`config.mk`:
```
export PLATFORM = sky130hd
export DESIGN_NAME = bces_seq
export DESIGN_NICKNAME = d
export VERILOG_FILES = /design/src/rtl/core/bces_pkg.sv /design/src/rtl/core/bces_seq.sv
export SDC_FILE = /design/constraint.sdc
export NUM_CORES = 1
export LEC_CHECK = 0
export BUFFER_PORTS_ARGS = -buffer_cell sky130_fd_sc_hd__buf_2
export CAP_MARGIN = 20
export CORE_AREA = 4 4 41 43
export CTS_BUF_LIST = sky130_fd_sc_hd__clkbuf_8
export DETAILED_ROUTE_END_ITERATION = 10
export DIE_AREA = 0 0 45 47
export MAX_ROUTING_LAYER = met4
export RECOVER_POWER = 25
export SYNTH_ARGS = -nofsm -noshare
export SYNTH_HDL_FRONTEND = slang
export SYNTH_SLANG_ARGS = --single-unit
```
`constraint.sdc`:
```
create_clock -name clock -period 3.5 [get_ports clock]
set_input_delay 0.35 -clock clock [delete_from_list [all_inputs] [get_ports clock]]
set_output_delay 0.35 -clock clock [all_outputs]
set_load 0.005 [all_outputs]
```
`src/rtl/core/bces_pkg.sv`:
```
// ----------------------------------------------------------------------------
// bces_pkg
// types, constants and microcode table of the buck converter euler step core
// ----------------------------------------------------------------------------
package bces_pkg;

   // default fixed-point configuration
   localparam int FRAC_BITS_DEF = 24;
   localparam int DAC_BITS_DEF  = 12;

   // register and port widths
   localparam int VIN_W        = 31;
   localparam int COEF_W       = 24;
   localparam int DAC_SCALE_W  = 16;
   localparam int IL_W         = 32;
   localparam int REQ_TDATA_W  = 8;
   localparam int CSR_INDEX_W  = 3;
   localparam int CSR_DATA_W   = 32;
   localparam int RSP_TDATA_W_DEF = ((2 * DAC_BITS_DEF + 7) / 8) * 8;

   // register reset values
   localparam logic [VIN_W-1:0]       VIN_RESET       = 31'd201326592;
   localparam logic [COEF_W-1:0]      STEP_L_RESET    = 24'd16777;
   localparam logic [COEF_W-1:0]      STEP_C_RESET    = 24'd1677722;
   localparam logic [COEF_W-1:0]      INV_LOAD_RESET  = 24'd1677722;
   localparam logic [DAC_SCALE_W-1:0] DAC_SCALE_RESET = 16'd58240;

   // register indexes of the configuration channel
   typedef enum logic [CSR_INDEX_W-1:0] {
      CSR_INPUT_VOLTAGE         = 3'd0,
      CSR_STEP_OVER_INDUCTANCE  = 3'd1,
      CSR_STEP_OVER_CAPACITANCE = 3'd2,
      CSR_INVERSE_LOAD          = 3'd3,
      CSR_DAC_SCALE             = 3'd4
   } csr_index_type;

   // multiplier operand selects
   typedef enum logic [1:0] {
      MA_VOUT,
      MA_VL,
      MA_IC,
      MA_VCODE
   } mul_a_type;

   typedef enum logic [1:0] {
      MB_INV_LOAD,
      MB_STEP_L,
      MB_STEP_C,
      MB_DAC_SCALE
   } mul_b_type;

   // step advance condition
   typedef enum logic [1:0] {
      BR_NONE,
      BR_WAIT_REQ,
      BR_WAIT_RSP
   } branch_type;

   localparam int UPC_W = 4;
   typedef logic [UPC_W-1:0] upc_type;

   // microprogram addresses
   localparam upc_type UPC_IDLE  = 4'd0;
   localparam upc_type UPC_VL    = 4'd1;
   localparam upc_type UPC_IC    = 4'd2;
   localparam upc_type UPC_IL    = 4'd3;
   localparam upc_type UPC_VOUT  = 4'd4;
   localparam upc_type UPC_DAC   = 4'd5;
   localparam upc_type UPC_VCODE = 4'd6;
   localparam upc_type UPC_ICUR  = 4'd7;
   localparam upc_type UPC_OUT   = 4'd8;

   typedef struct packed {
      branch_type branch;
      upc_type    next_upc;
      logic       mul_en;
      mul_a_type  mul_a;
      mul_b_type  mul_b;
      logic       ld_vl;
      logic       ld_ic;
      logic       ld_il;
      logic       ld_vout;
      logic       ld_vcode;
      logic       ld_rsp;
   } uword_type;

   typedef struct packed {
      uword_type uword;
      logic      fire;
   } seq_ctrl_type;

   // microcode table: one control word per step
   function automatic uword_type ucode_rom(input upc_type upc);
      uword_type w;
      w = '0;
      w.branch   = BR_NONE;
      w.next_upc = UPC_IDLE;
      w.mul_a    = MA_VOUT;
      w.mul_b    = MB_INV_LOAD;
      case (upc)
         UPC_IDLE: begin
            w.branch   = BR_WAIT_REQ;
            w.next_upc = UPC_VL;
         end
         UPC_VL: begin
            // inductor voltage loaded; multiplier forms vout times inverse load
            w.ld_vl    = 1'b1;
            w.mul_en   = 1'b1;
            w.mul_a    = MA_VOUT;
            w.mul_b    = MB_INV_LOAD;
            w.next_upc = UPC_IC;
         end
         UPC_IC: begin
            // capacitor current loaded; multiplier forms inductor voltage times dt/L
            w.ld_ic    = 1'b1;
            w.mul_en   = 1'b1;
            w.mul_a    = MA_VL;
            w.mul_b    = MB_STEP_L;
            w.next_upc = UPC_IL;
         end
         UPC_IL: begin
            // new inductor current loaded; multiplier forms capacitor current times dt/C
            w.ld_il    = 1'b1;
            w.mul_en   = 1'b1;
            w.mul_a    = MA_IC;
            w.mul_b    = MB_STEP_C;
            w.next_upc = UPC_VOUT;
         end
         UPC_VOUT: begin
            w.ld_vout  = 1'b1;
            w.next_upc = UPC_DAC;
         end
         UPC_DAC: begin
            w.mul_en   = 1'b1;
            w.mul_a    = MA_VOUT;
            w.mul_b    = MB_DAC_SCALE;
            w.next_upc = UPC_VCODE;
         end
         UPC_VCODE: begin
            w.ld_vcode = 1'b1;
            w.next_upc = UPC_ICUR;
         end
         UPC_ICUR: begin
            w.mul_en   = 1'b1;
            w.mul_a    = MA_VCODE;
            w.mul_b    = MB_INV_LOAD;
            w.next_upc = UPC_OUT;
         end
         UPC_OUT: begin
            w.branch   = BR_WAIT_RSP;
            w.ld_rsp   = 1'b1;
            w.next_upc = UPC_IDLE;
         end
         default: begin
            w.next_upc = UPC_IDLE;
         end
      endcase
      return w;
   endfunction

endpackage

```
`src/rtl/core/bces_seq.sv`:
```
// ----------------------------------------------------------------------------
// bces_seq
// step counter and microcode table; issues one control word per cycle
// ----------------------------------------------------------------------------
module bces_seq (
   input  logic                  clock,
   input  logic                  reset,
   input  logic                  req_tvalid,
   input  logic                  rsp_free,
   output bces_pkg::seq_ctrl_type ctrl
);
   import bces_pkg::*;

   upc_type   upc_ff;
   upc_type   upc_in;
   uword_type uword;
   logic      fire;

   // decode current step and its advance condition
   always_comb begin
      uword = ucode_rom(upc_ff);
      case (uword.branch)
         BR_WAIT_REQ: fire = req_tvalid;
         BR_WAIT_RSP: fire = rsp_free;
         default:     fire = 1'b1;
      endcase
      upc_in = fire ? uword.next_upc : upc_ff;
   end

   assign ctrl.uword = uword;
   assign ctrl.fire  = fire;

   // step counter
   always_ff @(posedge clock) begin
      if (reset) begin
         upc_ff <= UPC_IDLE;
      end else begin
         upc_ff <= upc_in;
      end
   end

endmodule

```
==> reports/qor.csv, run 1 <==
stage,metric,value,unit
layout,layout_common_cells,"buf_2 (16), nor2_1 (9), inv_1 (5), clkbuf_1 (5)",
synthesis,ys_seq_area_share,18.71,%
synthesis,synth_adder_area_share,8.772,%
drt,drt_iter0_drc,16,
layout,biggestRegsByFlops,upc_ff: 4 flops,
status,status,finished clean,
global_routing,grt_start_max_net_pins,16,
die,start_util,32.88,%
synthesis,synth.distinct_cells,25,
global_routing,antenna_found_initial,0,
synthesis,yosys-mux-area-fraction,7.310,%
worst_setup_path,arrival,2080,ps
worst_setup_path,cp_common_cell,inv_1,
synthesis,synth_enable_flop_cells,0,
die,dieArea,0.002115,mm2
synthesis,syn_inst,55,
worst_setup_path,slowest_delay,450,ps
synthesis,synth_top_family_by_area,simple AND/OR/NAND/NOR gates,
flow_run,maxCapViolCount,0,
pwr,fin_total_pwr,0.4213,mW
die,dieWidth,45,um
sta,fin_crit_sh,69.35,%
sta,fin_crit,2427,ps
drt,antenna_left,0,
drt,routed_wirelength,1000,um
synthesis,syn-cell-area,427.9,um2
synthesis,synth_nets,62,
drt,vias_per_cell,4.843,
sta,hold_viol,0,
drt,num_vias,431,
synthesis,synth.avg_cell_area,7.780,um2
die,ioPinCount,22,
synthesis,synth-simple-area-share,30.12,%
sta,setup_violations,0,
layout,drive_gt1_share,31.08,%
sta,slew_viol_final,0,
worst_setup_path,startpoint,upc_ff[0],
sta,rsz0062_at_grt,no,
clock_network,post_cts_resized,0,
clock_network,clk_pin_slew,30,ps
worst_setup_path,slowest_stage,a221oi_4,
global_routing,grt_pass1_wl,1400,um
sta,whs,353.2,ps
worst_setup_path,path_buf_inv,3,
clock_network,cts_tree,built,
drt,avgRoutedWirePerCell,11.24,um
worst_setup_path,crit_type,register to output port,
synthesis,ys_ff_latch,4,
die,num_rows,13,
layout,fin_area,546.8,um2
layout,antennaDiodeCount,0,
layout,mostFrequentLayoutCell,buf_2,
placed_design,place.gp.congestion,0.7079,
die,fp.dieH,47,um
sta,slew_headroom,68.58,%
placed_design,dpl_cell_area,511.7,um2
clock_network,cts.sinks,4,
synthesis,synth_ff_type,dfxtp_1,
placed_design,portBuffers,21,
worst_setup_path,path_cells,"nor4_1, inv_1, ha_1, a221oi_4, inv_1, buf_2",
worst_setup_path,crit_path_start_kind,register,
clock_network,clock_latency,210,ps
global_routing,grt.overflow.total,0,
die,coreArea,0.001301,mm2
drt,first_pass_iters,4,
layout,synthToLayoutAreaGrowth,27.78,%
worst_setup_path,critPathTopFamily,compound AO/OA/AOI/OAI gates,
worst_setup_path,cp.required,3150,ps
pwr,power.density,770.6,mW/mm2
synthesis,synthXorXnorAreaFrac,4.094,%
pwr,p_leak,0.2811,nW
global_routing,grt_pass1_vias,325,
synthesis,ys_warn_count,0,
clock_network,root_buffer,clkbuf_8,
clock_network,cts_setup_buffers,0,
sta,skew,1.999,ps
placed_design,place.detailed.hpwl,742.7,um
clock_network,h-tree-depth,1,
min_path,hold_start,reset,
pwr,irDropWorstVdd,386.9,uV
clock_network,cts_made_buffers,3,
sta,fmax,412.0,MHz
sta,tightest_slew,470.6,ps
synthesis,synth_compound_area_share,17.25,%
clock_network,clockBufferDepth,2,
drt,drc,0,
worst_setup_path,cp_max_fo,13,
synthesis,synthArstFlopShare,0,%
sta,setup-tns-final,0,ps
clock_network,holdBufCountCts,0,
worst_setup_path,crit_path_end_kind,output port,
layout,largest_register,upc_ff,
layout,final_nets,83,
worst_setup_path,worstReg2RegStart,upc_ff[0],
layout,largest_reg_flops,4,
min_path,hold_path.class,primary input to register,
global_routing,grt.total_usage,9.633,%
[report_power, final]
part | internal [mW] | total [mW] | switching [mW]
registers | 0.0565 | 0.0920 | 0.0355
logic | 0.114 | 0.235 | 0.121
clock network | 0.0731 | 0.0948 | 0.0217
total | 0.243 | 0.421 | 0.178
[cell usage after synthesis, types with 2 or more instances]
cell | count | area share, %
nand2_1 | 2 | 1.8
buf_2 | 2 | 2.3
inv_1 | 5 | 4.4
nand2b_1 | 3 | 4.4
and3_1 | 2 | 2.9
a21oi_1 | 4 | 4.7
buf_6 | 2 | 5.3
nor2_1 | 9 | 7.9
dfxtp_1 | 4 | 19
ha_1 | 3 | 8.8
mux2i_1 | 2 | 4.7
nor3_1 | 3 | 3.5
nor4_1 | 2 | 2.9
[final timing paths]
path / endpoint / slack, ps / cells after the start
setup reg to reg: upc_ff[0] / 1440 / 6
hold / removal: upc_ff[2] / 350 / 2
setup / recovery: ctrl[0] / 1070 / 6
hold reg to reg: upc_ff[2] / 630 / 2
[metrics by stage]
stage          cells  utilization (%)  setup WS (ps)
2_1_floorplan     55                -           1432
3_3_place_gp      86            39.33           1368
3_5_place_dp      86            39.33           1292
4_1_cts           89            42.50           1066
5_1_grt           89            42.02          936.6
6_report          89            42.02           1073
[logic make-up after synthesis]
| kind of cell | Yosys count |
|---|---|
| AND/OR/NAND/NOR | 25 |
| buffers and inverters | 10 |
| AO/OA/AOI/OAI | 8 |
| flip-flops | 4 |
| multiplexers | 3 |
| adder cells (fa/ha/maj) | 3 |
| XOR/XNOR | 2 |
[cell type report]
class | count | area (um2)
inverters | 5 | 18.77
well taps | 15 | 18.77
fillers | 142 | 754.5
clock buffers | 3 | 41.29
flip-flops and latches | 4 | 80.08
multi-input cells | 41 | 289.0
repair buffers | 21 | 98.84
[per-layer routing]
| layer | GRT usage (%) | wire (um) | part of all wire [%] |
|---|---|---|---|
| met5 | - | 0 | 0 |
| met4 | 7.602 | 20 | 2.0 |
| met3 | 2.682 | 92 | 9.2 |
| met2 | 11.86 | 425 | 43 |
| met1 | 12.76 | 462 | 46 |
(Power assumes the default switching activity.)
==> run 2, diff against run 1 <==
Clock period 3.5 ns to 2.3 ns, I/O delays scaled along.
==> run 2 against run 1 <==
Routed wire length up 8.6%. Sequential power up 32%. Cell count up 2.2%. Via count up 3.9%. Register-to-register slack worse by 960 ps. Non-clock buffer count up 2. Flip-flop and latch count unchanged. Power up 57%. Setup slack worse by 830 ps. Critical endpoint unchanged.
==> reports/qor.csv, run 2 (synthesis results as in run 1) <==
stage,metric,value,unit
status,status,finished clean,
die,ioPinCount,22,
drt,drt_iter0_drc,12,
clock_network,clk_pin_slew,30,ps
layout,antennaDiodeCount,0,
layout,final_nets,85,
sta,fmax,485.2,MHz
worst_setup_path,arrival,1830,ps
sta,setup-tns-final,0,ps
drt,drc,0,
placed_design,portBuffers,21,
worst_setup_path,crit_path_end_kind,output port,
sta,rsz0062_at_grt,no,
layout,largest_register,upc_ff,
layout,multi_input_area,295.3,um2
worst_setup_path,cp.required,2070,ps
die,dieArea,0.002115,mm2
die,dieWidth,45,um
sta,slew_viol_final,0,
clock_network,clockBufferDepth,2,
placed_design,place.detailed.hpwl,849.9,um
worst_setup_path,crit_type,register to output port,
sta,skew,3.128,ps
pwr,p_leak,0.2957,nW
flow_run,maxCapViolCount,0,
die,coreArea,0.001301,mm2
die,fp.dieH,47,um
worst_setup_path,cp_common_cell,inv_1,
pwr,power.density,1158,mW/mm2
sta,fin_crit_sh,89.61,%
clock_network,cts_tree,built,
drt,routed_wirelength,1086,um
pwr,irDropWorstVdd,524.3,uV
sta,hold_viol,0,
layout,drive_gt1_share,38.16,%
sta,slew_headroom,65.56,%
layout,mostFrequentLayoutCell,buf_2,
die,num_rows,13,
drt,num_vias,448,
worst_setup_path,path_buf_inv,3,
drt,first_pass_iters,4,
global_routing,grt.total_usage,11.84,%
layout,synthToLayoutAreaGrowth,33.04,%
clock_network,h-tree-depth,1,
worst_setup_path,slowest_delay,440,ps
layout,nFillCells,157,
layout,biggestRegsByFlops,upc_ff: 4 flops,
drt,antenna_left,0,
min_path,hold_path.class,primary input to register,
worst_setup_path,critPathTopFamily,compound AO/OA/AOI/OAI gates,
clock_network,cts.sinks,4,
clock_network,root_buffer,clkbuf_8,
clock_network,cts_made_buffers,3,
sta,fin_crit,2061,ps
worst_setup_path,slowest_stage,a221oi_4,
global_routing,grt_pass1_wl,1773,um
clock_network,cts_setup_buffers,0,
layout,final_core_utilization,43.75,%
worst_setup_path,path_cells,"nor4_2, inv_1, ha_1, a221oi_4, inv_1, buf_2",
placed_design,place.gp.congestion,0.7759,
sta,tightest_slew,516.6,ps
drt,vias_per_cell,4.923,
clock_network,clock_latency,210,ps
sta,setup_violations,0,
drt,avgRoutedWirePerCell,11.93,um
layout,layout_common_cells,"buf_2 (18), nor2_1 (9), inv_1 (5), a21oi_1 (4), clkbuf_1 (4)",
layout,largest_reg_flops,4,
global_routing,grt_pass1_vias,413,
global_routing,grt_start_max_net_pins,14,
layout,ff_latch_area,82.58,um2
worst_setup_path,cp_max_fo,13,
global_routing,grt.overflow.total,0,
global_routing,antenna_found_initial,0,
die,start_util,32.88,%
worst_setup_path,crit_path_start_kind,register,
## run 2: area by class of cell
cell class / count / area share [%]
clock buffer: 3 / 7.253
timing repair buffer: 23 / 19.78
sequential: 4 / 14.51
tap: 15 / 3.297
inverter: 5 / 3.297
multi-input combinational: 41 / 51.87
## run 2: per-stage QoR
stage	setup slack (ps)	hold WS [ps]	cells	cell area [um2]	total power [mW]
2_1_floorplan	351.9	292.4	55	427.9	0.4121
3_3_place_gp	351.4	443.4	88	526.8	0.5164
3_5_place_dp	280.9	445.9	88	526.8	0.5214
4_1_cts	51.17	224.3	91	568.0	0.6699
5_1_grt	81.01	217.4	91	569.3	0.7288
6_report	238.9	223.0	91	569.3	0.6595
## run 2: where the power goes
group	total, mW	leakage [nW]	internal [mW]	switching [mW]
clock network	0.143	0.0216	0.111	0.0315
registers	0.121	0.0336	0.0880	0.0327
logic	0.396	0.241	0.187	0.209
## run 2: layer usage
layer  part of all wire [%]  global-route usage, %
met1                     42                  14.58
met2                     49                  18.64
met3                    9.4                  4.598
met4                      0                  1.754
met5                      0                      -
## run 2: final timing paths
check,start,endpoint,slack [ps],cells past startpoint
setup / recovery,upc_ff[1],ctrl[0],240,6
hold / removal,reset,upc_ff[2],220,2
setup reg to reg,upc_ff[1],upc_ff[3],480,6
hold reg to reg,upc_ff[1],upc_ff[1],560,2
## run 2: timing repair
item                                    in CTS  in global routing
resized for setup                            0                  3
endpoints found under the setup margin       0                  1
hold buffers                                 0                  0
==> run 3, diff against run 2 <==
--- a/constraint.sdc
+++ b/constraint.sdc
@@ -3,2 +3,2 @@
 set_output_delay 0.23 -clock clock [all_outputs]
-set_load 0.005 [all_outputs]
+set_load 0.1 [all_outputs]
==> run 3 against run 2 <==
Cell area increased by 15%. Maximum frequency is 4.8% lower. Routed wire length is 0.92% lower. First-iteration DRC count fell by 75%. Non-clock buffer count grew 1. Global-route usage increased by 0.22 points. Register-to-register slack got worse by 130 ps. Utilization increased by 6.7 points. Cell count increased by 1.1%. Clock-buffer cell count is the same. Worst hold slack worse by 0.98 ps. Clock skew decreased by 2.7 ps.
==> reports/qor.csv, run 3 (synthesis results as in run 1) <==
stage,metric,value,unit
clock_network,cts_setup_buffers,0,
worst_setup_path,crit_path_end_kind,output port,
worst_setup_path,worstReg2RegStart,upc_ff[1],
clock_network,root_buffer,clkbuf_8,
drt,drc,0,
die,dieArea,0.002115,mm2
status,status,finished clean,
global_routing,use_met1,14.03,%
worst_setup_path,startpoint,upc_ff[1],
sta,fin_crit_sh,94.14,%
sta,fmax,461.9,MHz
global_routing,grt_use_met2,19.21,%
die,start_util,32.88,%
clock_network,h-tree-depth,1,
layout,biggestRegsByFlops,upc_ff: 4 flops,
die,num_rows,13,
sta,slew_viol_final,0,
sta,hold_viol,0,
drt,num_vias,445,
layout,mostFrequentLayoutCell,buf_2,
global_routing,grt.total_usage,12.05,%
sta,setup-tns-final,0,ps
worst_setup_path,crit_path_start_kind,register,
clock_network,cts.sinks,4,
drt,antenna_left,0,
flow_run,maxCapViolCount,0,
layout,largest_reg_flops,4,
die,dieWidth,45,um
layout,ff_latch_area,83.83,um2
drt,vias_per_cell,4.837,
drt,drt_iter0_drc,3,
clock_network,clockBufferDepth,2,
global_routing,grt_busiest_layer,met2,
clock_network,post_cts_resized,0,
layout,synthToLayoutAreaGrowth,53.51,%
clock_network,clock_latency,210,ps
layout,final_core_utilization,50.48,%
layout,multi_input_area,346.6,um2
layout,antennaDiodeCount,0,
die,ioPinCount,22,
sta,slew_headroom,23.26,%
layout,layout_common_cells,"buf_2 (15), nor2_1 (7), clkbuf_2 (4)",
layout,nFillCells,141,
sta,fin_crit,2165,ps
sta,tightest_slew,1156,ps
worst_setup_path,arrival,1940,ps
placed_design,place.gp.congestion,0.7109,
min_path,hold_start,reset,
worst_setup_path,cp.required,2070,ps
sta,rsz0062_at_grt,no,
placed_design,portBuffers,21,
worst_setup_path,cp_max_fo,13,
drt,avgRoutedWirePerCell,11.70,um
clock_network,cts_made_buffers,3,
layout,final_nets,86,
worst_setup_path,reg2reg_slack,350,ps
clock_network,clk_pin_slew,30,ps
die,coreArea,0.001301,mm2
layout,largest_register,upc_ff,
worst_setup_path,crit_type,register to output port,
min_path,hold_path.class,primary input to register,
drt,routed_wirelength,1076,um
global_routing,grt_pass1_vias,414,
layout,drive_gt1_share,61.04,%
clock_network,cts_tree,built,
global_routing,antenna_found_initial,0,
sta,setup_violations,0,
placed_design,place.detailed.hpwl,843.3,um
global_routing,grt_start_max_net_pins,15,
global_routing,grtUsageMet3,2.299,%
clock_network,holdBufCountCts,0,
die,fp.dieH,47,um
global_routing,grt_pass1_wl,1800,um
drt,first_pass_iters,2,
global_routing,grt.overflow.total,0,
sta,skew,0.3914,ps
-- run 3: cell count changes in the layout (fill, tap and decap cells not counted), moves of 2 or more --
cell | before | now
and3_1 | 2 | 0
buf_4 | 1 | 3
inv_1 | 5 | 2
buf_2 | 18 | 15
and3_2 | 0 | 2
clkbuf_1 | 4 | 1
nor3_1 | 3 | 0
nor2_1 | 9 | 7
clkbuf_2 | 0 | 4
nor3_2 | 0 | 3
nor2_2 | 0 | 2
-- run 3: per-stage QoR --
| stage | hold WS (ps) | setup slack, ps | area, um2 | std cells |
|---|---|---|---|---|
| final | 222.0 | 134.8 | 656.9 | 92 |
| after global routing | 235.1 | 42.91 | 656.9 | 92 |
| after CTS | 215.3 | 117.0 | 658.1 | 92 |
| after detailed placement | 439.2 | 340.8 | 616.8 | 89 |
| after global placement | 434.7 | 410.7 | 616.8 | 89 |
| after floorplan | 285.1 | -172.8 | 516.7 | 55 |
-- run 3: cell type report --
cell class                      count  share of cell area [%]
Inverter                            5                   3.810
Sequential cell                     4                   12.76
Timing Repair Buffer               24                   21.52
Multi-Input combinational cell     41                   52.76
Clock buffer                        3                   6.286
Tap cell                           15                   2.857
-- run 3: metal layers --
layer / share of wire, % / wire length [um] / vias up
met2: 48 / 512 / 15
met3: 7.4 / 80 / 0
met5: 0 / 0 / -
li1: - / - / 231
met4: 0 / 0 / 0
met1: 45 / 483 / 199
-- run 3: final timing paths --
path	to	cells after the start
worst min register to register	upc_ff[1]	2
worst max-delay path	ctrl[0]	6
worst max register to register	upc_ff[3]	7
worst min-delay path	upc_ff[2]	2
-- run 3: critical path, cell delays in order, from the launching register on --
cell and delay [ps]:
dfxtp_2 380, nor4_1 360, inv_1 160, ha_4 200, a221oi_4 300, inv_2 40, buf_2 290
Power of run 3 is not shown: default switching activity piles up to over one toggle a cycle in this logic, so the estimate is an artifact.
